$ cat config.mk
export PLATFORM = sky130hd
export DESIGN_NAME = rate_sixth_conv_encoder_zero_tail
export DESIGN_NICKNAME = d
export VERILOG_FILES = /design/src/hdl/rs_cenc_pkg.sv /design/src/hdl/rs_cenc_cfg.sv /design/src/hdl/rs_cenc_parity.sv /design/src/hdl/rate_sixth_conv_encoder_zero_tail.sv
export SDC_FILE = /design/constraint.sdc
export NUM_CORES = 1
export LEC_CHECK = 0
export ABC_AREA = 1
export CAP_MARGIN = 20
export CORE_ASPECT_RATIO = 0.6
export CORE_MARGIN = 3
export CORE_UTILIZATION = 60
export CTS_CLUSTER_DIAMETER = 100
export DETAILED_ROUTE_END_ITERATION = 10
export DONT_BUFFER_PORTS = 1
export HOLD_SLACK_MARGIN = 0.12
export PLACE_DENSITY = 0.75
export RECOVER_POWER = 50
export SLEW_MARGIN = 40
export SYNTH_ARGS = -nofsm -noshare
export SYNTH_HDL_FRONTEND = slang
export SYNTH_SLANG_ARGS = --single-unit
$ cat constraint.sdc
create_clock -name i_clk -period 3 [get_ports i_clk]
set_input_delay 0.3 -clock i_clk [delete_from_list [all_inputs] [get_ports i_clk]]
set_output_delay 0.3 -clock i_clk [all_outputs]
set_load 0.01 [all_outputs]
$ cat src/hdl/rs_cenc_pkg.sv
// Shared types and constants for the rate 1/6, K=15 convolutional encoder.
// Holds the configuration register map, its reset values and the config bundle.
// No dependencies.
package rs_cenc_pkg;

    localparam int NUM_POLYS = 6;
    localparam int SREG_W    = 15;
    localparam int CHUNK_W   = 13;
    localparam int CFG_W     = 15;
    localparam int CFG_IDX_W = 3;

    typedef enum logic [CFG_IDX_W-1:0] {
        CFG_POLY_A    = 3'd0,
        CFG_POLY_B    = 3'd1,
        CFG_POLY_C    = 3'd2,
        CFG_POLY_D    = 3'd3,
        CFG_POLY_E    = 3'd4,
        CFG_POLY_F    = 3'd5,
        CFG_CHUNK_LEN = 3'd6
    } t_cfg_idx;

    typedef logic [NUM_POLYS-1:0][SREG_W-1:0] t_poly_arr;

    typedef struct packed {
        t_poly_arr            polys;
        logic [CHUNK_W-1:0]   chunk_len;
    } t_cfg;

    localparam t_poly_arr POLY_RESET = {
        15'd26975, 15'd32439, 15'd30451, 15'd23879, 15'd20133, 15'd17817
    };
    localparam logic [CHUNK_W-1:0] CHUNK_LEN_RESET = 13'd1024;

endpackage

$ cat src/hdl/rs_cenc_cfg.sv
// Configuration register file: six generator polynomials and the chunk length.
// Plain write port, no read-back. Depends on rs_cenc_pkg.
module rs_cenc_cfg (
    input  logic                                i_clk,
    input  logic                                i_rst_n,
    input  logic                                i_cfg_we,
    input  logic [rs_cenc_pkg::CFG_IDX_W-1:0]   i_cfg_idx,
    input  logic [rs_cenc_pkg::CFG_W-1:0]       i_cfg_data,
    output rs_cenc_pkg::t_cfg                   o_cfg
);
    import rs_cenc_pkg::*;

    t_cfg r_cfg;

    always_ff @(posedge i_clk) begin
        if (!i_rst_n) begin
            r_cfg.polys     <= POLY_RESET;
            r_cfg.chunk_len <= CHUNK_LEN_RESET;
        end else if (i_cfg_we) begin
            unique case (i_cfg_idx)
                CFG_POLY_A, CFG_POLY_B, CFG_POLY_C,
                CFG_POLY_D, CFG_POLY_E, CFG_POLY_F: begin
                    r_cfg.polys[i_cfg_idx] <= i_cfg_data[SREG_W-1:0];
                end
                CFG_CHUNK_LEN: begin
                    r_cfg.chunk_len <= i_cfg_data[CHUNK_W-1:0];
                end
                default: begin
                    // unmapped index: drop the write
                end
            endcase
        end
    end

    assign o_cfg = r_cfg;

endmodule

$ cat src/hdl/rs_cenc_parity.sv
// Code bit generator: parity of the encoder register masked by each polynomial.
// Purely combinational. Depends on rs_cenc_pkg.
module rs_cenc_parity (
    input  logic [rs_cenc_pkg::SREG_W-1:0]      i_sreg,
    input  rs_cenc_pkg::t_poly_arr              i_polys,
    output logic [rs_cenc_pkg::NUM_POLYS-1:0]   o_code
);
    import rs_cenc_pkg::*;

    always_comb begin
        for (int k = 0; k < NUM_POLYS; k++) begin
            o_code[k] = ^(i_sreg & i_polys[k]);
        end
    end

endmodule

$ cat src/hdl/rate_sixth_conv_encoder_zero_tail.sv
// Rate 1/6 convolutional encoder, K=15, with zero-tail termination per chunk.
// Top level: handshake control, encoder state, tail sequencer, result register.
// Depends on rs_cenc_pkg, rs_cenc_cfg and rs_cenc_parity.
//
// Usage:
//   Input request channel (i_in_valid / o_in_ready) carries one info bit.
//   Result channel (o_out_valid / i_out_ready) carries six code bits plus
//   is_tail, run_last and chunk_end flags.
//   Config writes (i_cfg_we, i_cfg_idx, i_cfg_data) take effect on the next
//   clock. Issue them only while the block is idle; it does not enforce this.
// Timing:
//   A bit accepted at edge N has its result valid after edge N. One bit is
//   taken per cycle while no tail runs and the result slot is free. The bit
//   that closes a chunk is followed by TAIL_LEN tail results from the tail
//   counter, one per cycle unless the output stalls; input waits meanwhile, so
//   L bits give L + TAIL_LEN results. A single result register sets the rate.
// Reset:
//   Synchronous, active low: encoder register, chunk count and tail counter
//   clear, config registers return to their defaults, the result slot empties.
// Stall:
//   While i_out_ready is low and a result is held, no bit is taken and the
//   tail sequence pauses; both resume as soon as the result is taken.
module rate_sixth_conv_encoder_zero_tail #(
    parameter int MAX_CHUNK = 4096,
    parameter int TAIL_LEN  = 14
) (
    input  logic                                i_clk,
    input  logic                                i_rst_n,
    input  logic                                i_cfg_we,
    input  logic [rs_cenc_pkg::CFG_IDX_W-1:0]   i_cfg_idx,
    input  logic [rs_cenc_pkg::CFG_W-1:0]       i_cfg_data,
    input  logic                                i_in_valid,
    output logic                                o_in_ready,
    input  logic                                i_info_bit,
    output logic                                o_out_valid,
    input  logic                                i_out_ready,
    output logic [rs_cenc_pkg::NUM_POLYS-1:0]   o_code_bits,
    output logic                                o_is_tail,
    output logic                                o_run_last,
    output logic                                o_chunk_end
);
    import rs_cenc_pkg::*;

    localparam int CNT_W  = $clog2(MAX_CHUNK + 1);
    localparam int CMP_W  = (CNT_W > CHUNK_W) ? CNT_W : CHUNK_W;
    localparam int TAIL_W = $clog2(TAIL_LEN + 1);

    t_cfg                   cfg;
    logic [SREG_W-1:0]      r_sreg, n_sreg;
    logic [CNT_W-1:0]       r_count;
    logic [TAIL_W-1:0]      r_tail_cnt;
    logic                   r_out_valid;
    logic [NUM_POLYS-1:0]   r_code, n_code;
    logic                   r_is_tail, r_run_last, r_chunk_end;

    logic                   out_free;
    logic                   tail_busy;
    logic                   in_take;
    logic                   tail_step;
    logic                   tail_last;
    logic [CMP_W-1:0]       chunk_ext;
    logic [CMP_W-1:0]       eff_len;
    logic [CMP_W-1:0]       count_inc;
    logic                   close;

    rs_cenc_cfg u_cfg (
        .i_clk      (i_clk),
        .i_rst_n    (i_rst_n),
        .i_cfg_we   (i_cfg_we),
        .i_cfg_idx  (i_cfg_idx),
        .i_cfg_data (i_cfg_data),
        .o_cfg      (cfg)
    );

    rs_cenc_parity u_parity (
        .i_sreg  (n_sreg),
        .i_polys (cfg.polys),
        .o_code  (n_code)
    );

    assign out_free   = !r_out_valid || i_out_ready;
    assign tail_busy  = (r_tail_cnt != '0);
    assign o_in_ready = !tail_busy && out_free;
    assign in_take    = i_in_valid && o_in_ready;
    assign tail_step  = tail_busy && out_free;
    assign tail_last  = (r_tail_cnt == TAIL_W'(1));

    // Tail steps shift in zeros; info requests shift in the bit.
    assign n_sreg = {r_sreg[SREG_W-2:0], in_take & i_info_bit};

    // Clamp chunk length to [1, MAX_CHUNK].
    always_comb begin
        chunk_ext = CMP_W'(cfg.chunk_len);
        if (chunk_ext == '0) begin
            eff_len = CMP_W'(1);
        end else if (chunk_ext > CMP_W'(MAX_CHUNK)) begin
            eff_len = CMP_W'(MAX_CHUNK);
        end else begin
            eff_len = chunk_ext;
        end
        count_inc = CMP_W'(r_count) + CMP_W'(1);
        close     = (count_inc >= eff_len);
    end

    always_ff @(posedge i_clk) begin
        if (!i_rst_n) begin
            r_sreg      <= '0;
            r_count     <= '0;
            r_tail_cnt  <= '0;
            r_out_valid <= 1'b0;
        end else begin
            if (in_take || tail_step) begin
                r_sreg      <= n_sreg;
                r_out_valid <= 1'b1;
            end else if (i_out_ready) begin
                r_out_valid <= 1'b0;
            end
            if (in_take) begin
                if (close) begin
                    r_count    <= '0;
                    r_tail_cnt <= TAIL_W'(TAIL_LEN);
                end else begin
                    r_count <= count_inc[CNT_W-1:0];
                end
            end else if (tail_step) begin
                r_tail_cnt <= r_tail_cnt - TAIL_W'(1);
            end
        end
    end

    // Result payload: no reset needed.
    always_ff @(posedge i_clk) begin
        if (in_take) begin
            r_code      <= n_code;
            r_is_tail   <= 1'b0;
            r_run_last  <= !close;
            r_chunk_end <= 1'b0;
        end else if (tail_step) begin
            r_code      <= n_code;
            r_is_tail   <= 1'b1;
            r_run_last  <= tail_last;
            r_chunk_end <= tail_last;
        end
    end

    assign o_out_valid = r_out_valid;
    assign o_code_bits = r_code;
    assign o_is_tail   = r_is_tail;
    assign o_run_last  = r_run_last;
    assign o_chunk_end = r_chunk_end;

`ifndef SYNTHESIS
    a_chunk_end_flags: assert property (@(posedge i_clk) disable iff (!i_rst_n)
        (o_out_valid && o_chunk_end) |-> (o_is_tail && o_run_last))
        else $error("chunk_end without tail/run_last");

    a_tail_follows_close: assert property (@(posedge i_clk) disable iff (!i_rst_n)
        (o_out_valid && i_out_ready && !o_is_tail && !o_run_last)
        |=> (r_tail_cnt == TAIL_W'(TAIL_LEN - 1)))
        else $error("tail did not start after closing bit");

    a_count_bound: assert property (@(posedge i_clk) disable iff (!i_rst_n)
        (CMP_W'(r_count) < CMP_W'(MAX_CHUNK)))
        else $error("chunk count out of range");

    a_no_input_in_tail: assert property (@(posedge i_clk) disable iff (!i_rst_n)
        (tail_busy && !$past(close && in_take)) |-> (r_count == '0))
        else $error("chunk count not cleared during tail");
`endif

endmodule
Word-level counts from Yosys, hierarchy flattened
Index checks and enable logic that the tools add are counted.
{ "word_totals": {"ff_bits": 144, "in_bits": 24, "output_inout_bits": 11, "wordCells": 75} }
{ "classes": {"add_sub_neg": 2, "order_cmp": 4, "eq_ne": 8, "muxes": 15, "n_bitwise": 7, "n_reduce_logical": 24} }
{ "op_table": {"columns": ["cell", "count"], "rows": [
  ["$and A15 B15 Y15", 6],
  ["$bwmux W90", 1],
  ["$reduce_xor A15 Y1", 6],
  ["$demux W15 S3", 1],
  ["$mux W13", 3],
  ["$mux W15", 1],
  ["$add A13 B1 Y13 const B", 1],
  ["$ge A13 B13 Y1", 1],
  ["$gt A13 B13 Y1 const B", 1],
  ["$logic_not A13 Y1", 1],
  ["$mux W4", 3],
  ["$mux W6", 2],
  ["$eq A3 B3 Y1 const B", 3],
  ["$eq A3 B2 Y1 const B", 2],
  ["$reduce_and A2 Y1", 3],
  ["$reduce_or A6 Y1", 1],
  ["$eq A4 B1 Y1 const B", 1],
  ["$logic_and A1 B1 Y1", 4],
  ["$lt A3 B4 Y1 const B", 1],
  ["$mux W1", 4],
  ["$reduce_bool A2 Y1", 2],
  ["$reduce_bool A4 Y1", 1],
  ["$sub A4 B1 Y4 const B", 1],
  ["$eq A3 B1 Y1 const B", 1],
  ["6 further kinds", 9]
]} }

Longest topological paths before layout
{ "logic_depth": {"word_depth": 9, "mapped_depth": 18, "ltp_nobuf": 18} }

By module
A second synthesis with hierarchy kept.
{ "unflattened": {"cells_unflattened": 1334, "hier_area_um2": 8265.4} }
{ "modules_own_cells": {"columns": ["module", "instances", "cells_each", "area_per_inst_um2", "seq_area_each_um2"], "rows": [
  ["rs_cenc_cfg", 1, 530, 3903.7, 2062.0],
  ["rs_cenc_parity", 1, 522, 2198.4, 0.0],
  ["rate_sixth_conv_encoder_zero_tail", 1, 282, 2163.3, 890.9]
]} }

Worst setup path after synthesis
No wires, ideal clock.
{ "synth_path": {"kind": "reg-to-reg", "from": "reg r_count[0]", "to": "reg r_count[10]", "setup_ns": 0.116, "t_arrival_ns": 2.323, "required_time_ns": 2.884, "slack_ns": 0.562, "stages_incl_launch_ff": 19, "n_path_buf": 1, "synth_period_minus_slack_ns": 2.438, "path_cell_list": "dfxtp_1 -> ha_1 -> nand2_1 -> nor2_2 -> nand3_2 -> nor2_2 -> nand2_1 -> xnor2_2 -> ha_1 -> nand2_1 -> nor2_1 -> inv_1 -> nor2_1 -> nand2_1 -> nand3_1 -> nand2_4 -> nand2_2 -> buf_6 -> nor2_1"} }
{ "synth_via": {"elab_chain_cells": 3} }
{ "synth_lines": {"columns": ["element", "line_no", "rtl"], "rows": [
  ["start: declaration", "rate_sixth_conv_encoder_zero_tail.sv:50", "logic [CNT_W-1:0] r_count;"],
  ["start signal: assignment", "rate_sixth_conv_encoder_zero_tail.sv:123", "r_count <= count_inc[CNT_W-1:0];"],
  ["$add A13 B1 Y13 *", "rate_sixth_conv_encoder_zero_tail.sv:101", "count_inc = CMP_W'(r_count) + CMP_W'(1);"],
  ["$ge A13 B13 Y1", "rate_sixth_conv_encoder_zero_tail.sv:102", "close = (count_inc >= eff_len);"],
  ["$mux W13 *", "rate_sixth_conv_encoder_zero_tail.sv:119", "if (close) begin"]
]} }
Every way passes the cells marked *; elsewhere a longest branch is shown, timed or not.
A chain may end at the register's enable or synchronous reset.

Worst setup path after layout
{ "layout_path": {"from": "reg r_count[1]", "to": "reg r_run_last (netlist: o_run_last), data pin"} }
{ "layout_via": {"elab_chain_cells": 4} }
{ "layout_lines": {"columns": ["element", "line_no", "rtl"], "rows": [
  ["$add A13 B1 Y13", "rate_sixth_conv_encoder_zero_tail.sv:101", null],
  ["$ge A13 B13 Y1", "rate_sixth_conv_encoder_zero_tail.sv:102", null],
  ["$logic_not A1 Y1", "rate_sixth_conv_encoder_zero_tail.sv:136", "r_run_last <= !close;"],
  ["$mux W1", "rate_sixth_conv_encoder_zero_tail.sv:133", "if (in_take) begin"],
  ["end signal: assignment", "rate_sixth_conv_encoder_zero_tail.sv:136", null],
  ["end signal: assignment", "rate_sixth_conv_encoder_zero_tail.sv:141", "r_run_last <= tail_last;"],
  ["end: declaration", "rate_sixth_conv_encoder_zero_tail.sv:54", "logic r_is_tail, r_run_last, r_chunk_end;"]
]} }
No other way between the ends.

==> impl_metrics.toml <==
[cts]
cts.sinks = 144
cts_buffer_depth = 2
clk_pin_slew_ps = 60
cts_root_buf = "clkbuf_16"
tritoncts = "built"
post_cts_buffers = 0
cts_made_buffers = 17
clock_latency_ps = 420
htreeDepth = 4

[synthesis]
async_flop_share = 0
yosys_warnings = 0
synth_seq_cells = 144
synth_nets = 1315
syn-cell-area_mm2 = 0.00804
synth_cell_type_count = 36
yosysSeqAreaShare = 0.367
synthFlopType = "dfxtp_1"
syn_inst = 1275
synth_area_per_cell_um2 = 6.30
synth_edf_count = 7

[floorplan]
dieArea_mm2 = 0.0149
initial_core_util = 0.619
chipHeight_um = 95.6
row_count = 32
dieWidth_um = 155
pin_count = 35
core_region_area_mm2 = 0.0130

[timing]
finalSetupTns_ps = 0
setup_viol = 0
fin_worst_skew_ps = 7.83
rsz0062_at_grt = "no"
hold_slack_ps = 121
min_period_ps = 2710
hold_viol = 0
tightest_slew_ps = 908
final-max-slew-violation-count = 0
maxSlewHeadroom = 0.395
finalCritPeriodShare = 0.905
max_freq_mhz = 369

[run_status]
status = "finished clean"

[routing]
dr.pass1.iters = 5
drc = 0
vias = 7577
wl_mm = 20.6
drt-vias-per-instance = 5.21
drtIter0Drc = 651
wl_per_cell_um = 14.2
ant_nets = 0

[min_path]
worstHoldStart = "i_rst_n"
hold_path_end = "r_count[7]"
hold_class = "input pin to flop"
hold_depth = 2

[global_route]
grt_pass1_wl_mm = 33.7
antenna_found_initial = 0
grt_max_degree = 123
grt-ovfl-total = 0
grt_usage = 0.286
grt_pass1_vias = 6668

[critical_path]
required_ps = 3160
r2r-start = "r_count[1]"
crit_arrival_ps = 2870
r2r_cells = 16
regToRegEndpoint = "o_run_last"
crit_path_max_fanout = 5
rrSetupSlack_ps = 290
crit_path_end_kind = "flop"
criticalPathCategory = "flop to flop"
cp-start-kind = "flop"

[finish]
utilization = 0.676
layout.cells.most_common = "nand2_1"
drive_above_1_share = 0.0467
fill_cells = 1185
layout.nets = 1312
diodes = 0
syn2layout_area_growth_pct = 9.09
final_cell_mix = "nand2_1, nor2_1, dfxtp_1, inv_1, nand3_1"
stdcell_count = 1455

[power]
p_total_uw = 7490
peakVddDrop_v = 0.000402
powerDensity_mw_per_mm2 = 854
p_leak_uw = 0.00463

[placed_design]
placed_cells = 1405
numPortBuffers = 0
hpwl_mm = 14.3
gp_congestion = 0.898

[flow_run]
maxCapViolations = 0
==> synth_stat cells, types with 3 or more instances <==
library cell,n,share of area
buf_6,5,0.0070
clkbuf_1,19,0.0089
a21oi_1,10,0.0062
inv_1,117,0.055
nand2_1,539,0.25
nand3_1,94,0.059
xor2_1,25,0.027
edfxtp_1,7,0.026
dfxtp_1,137,0.34
ha_1,16,0.025
nor2_1,148,0.069
nand2_2,4,0.0031
nand4_1,4,0.0031
buf_2,11,0.0069
xnor2_1,19,0.021
o21bai_1,3,0.0028
clkbuf_2,10,0.0062
nor2_2,7,0.0054
o21ai_0,66,0.041
nor4_1,3,0.0023
o21ai_1,6,0.0037
nor3_2,6,0.0075
==> flip-flops by register name, summed over array words and instances (netlist names) <==
register,flops
o_run_last,1
o_chunk_end,1
o_is_tail,1
r_tail_cnt,4
u_cfg.o_cfg,103
r_sreg,14
o_out_valid,1
r_count,13
o_code_bits,6
==> cells by family (layout without fill, tap and decap cells) <==
logic type                 Yosys count  in the layout  share of synthesized area
xor gates and xnor gates            45             45                     0.0500
buffers and inverters              167            177                     0.0866
AOI/OAI and AO/OA                   89             89                     0.0579
DFF                                144            144                      0.367
adders and majority gates           16             16                     0.0249
and+or+nand+nor                    814            814                      0.413
==> metrics by stage <==
stage | instance area, um2 | setup WS, ps
2_1_floorplan | 8040 | 562
3_3_place_gp | 8060 | 263
3_5_place_dp | 8060 | 203
4_1_cts | 8790 | 183
5_1_grt | 8770 | 24.0
6_report | 8770 | 286
==> routing by layer <==
layer / routed length (um) / up-vias / track usage
met4: 272 / 0 / 0.0634
met5: 0 / - / 0
li1: - / 3929 / -
met1: 10300 / 3363 / 0.432
met3: 1720 / 23 / 0.0517
met2: 8300 / 262 / 0.423
==> critical path: stages, from the launching register on <==
cell	delay [ps]
dfxtp_1	370
ha_1	190
nand2_1	110
nor2_2	140
nand3_2	110
nor2_4	130
nand2_1	100
xnor2_2	150
ha_1	320
nand2_1	80
nor2_1	160
inv_1	60
nor2_1	100
nand2_1	60
nand3_1	160
nand2_4	100
a21boi_0	130
==> worst max-delay path by stage <==
stage                     from           to  slack, ps  cells past startpoint
floorplan           r_count[0]  r_count[10]        560                     18
global placement    r_count[0]  r_count[10]        260                     17
detailed placement  r_count[0]  r_count[10]        200                     17
CTS                 r_count[0]  r_count[10]        180                     17
global route        r_count[1]   o_run_last         20                     16
finish              r_count[1]   o_run_last        290                     16
==> where the power goes <==
part	internal [uW]	switching, uW	leakage (uW)
combinational	998	1970	0.00320
clock	1070	884	0.000247
sequential	2240	320	0.00119
total	4310	3170	0.00463
==> what timing repair did <==
action / in CTS / in global routing
endpoints found under the setup margin: 0 / 15
resized for setup: 0 / 3
endpoints found under the hold margin: 123 / 0
hold buffers: 18 / 0
==> area by class of cell <==
cell class / count / area (um2) / area share
sequential: 144 / 2950 / 0.337
inverter: 121 / 459 / 0.0524
multi-input combinational: 964 / 4380 / 0.499
clock inverter: 13 / 108 / 0.0123
tap: 170 / 213 / 0.0243
clock buffer: 19 / 433 / 0.0494
timing repair buffer: 24 / 224 / 0.0255
Power figures use the tool's default switching activity.
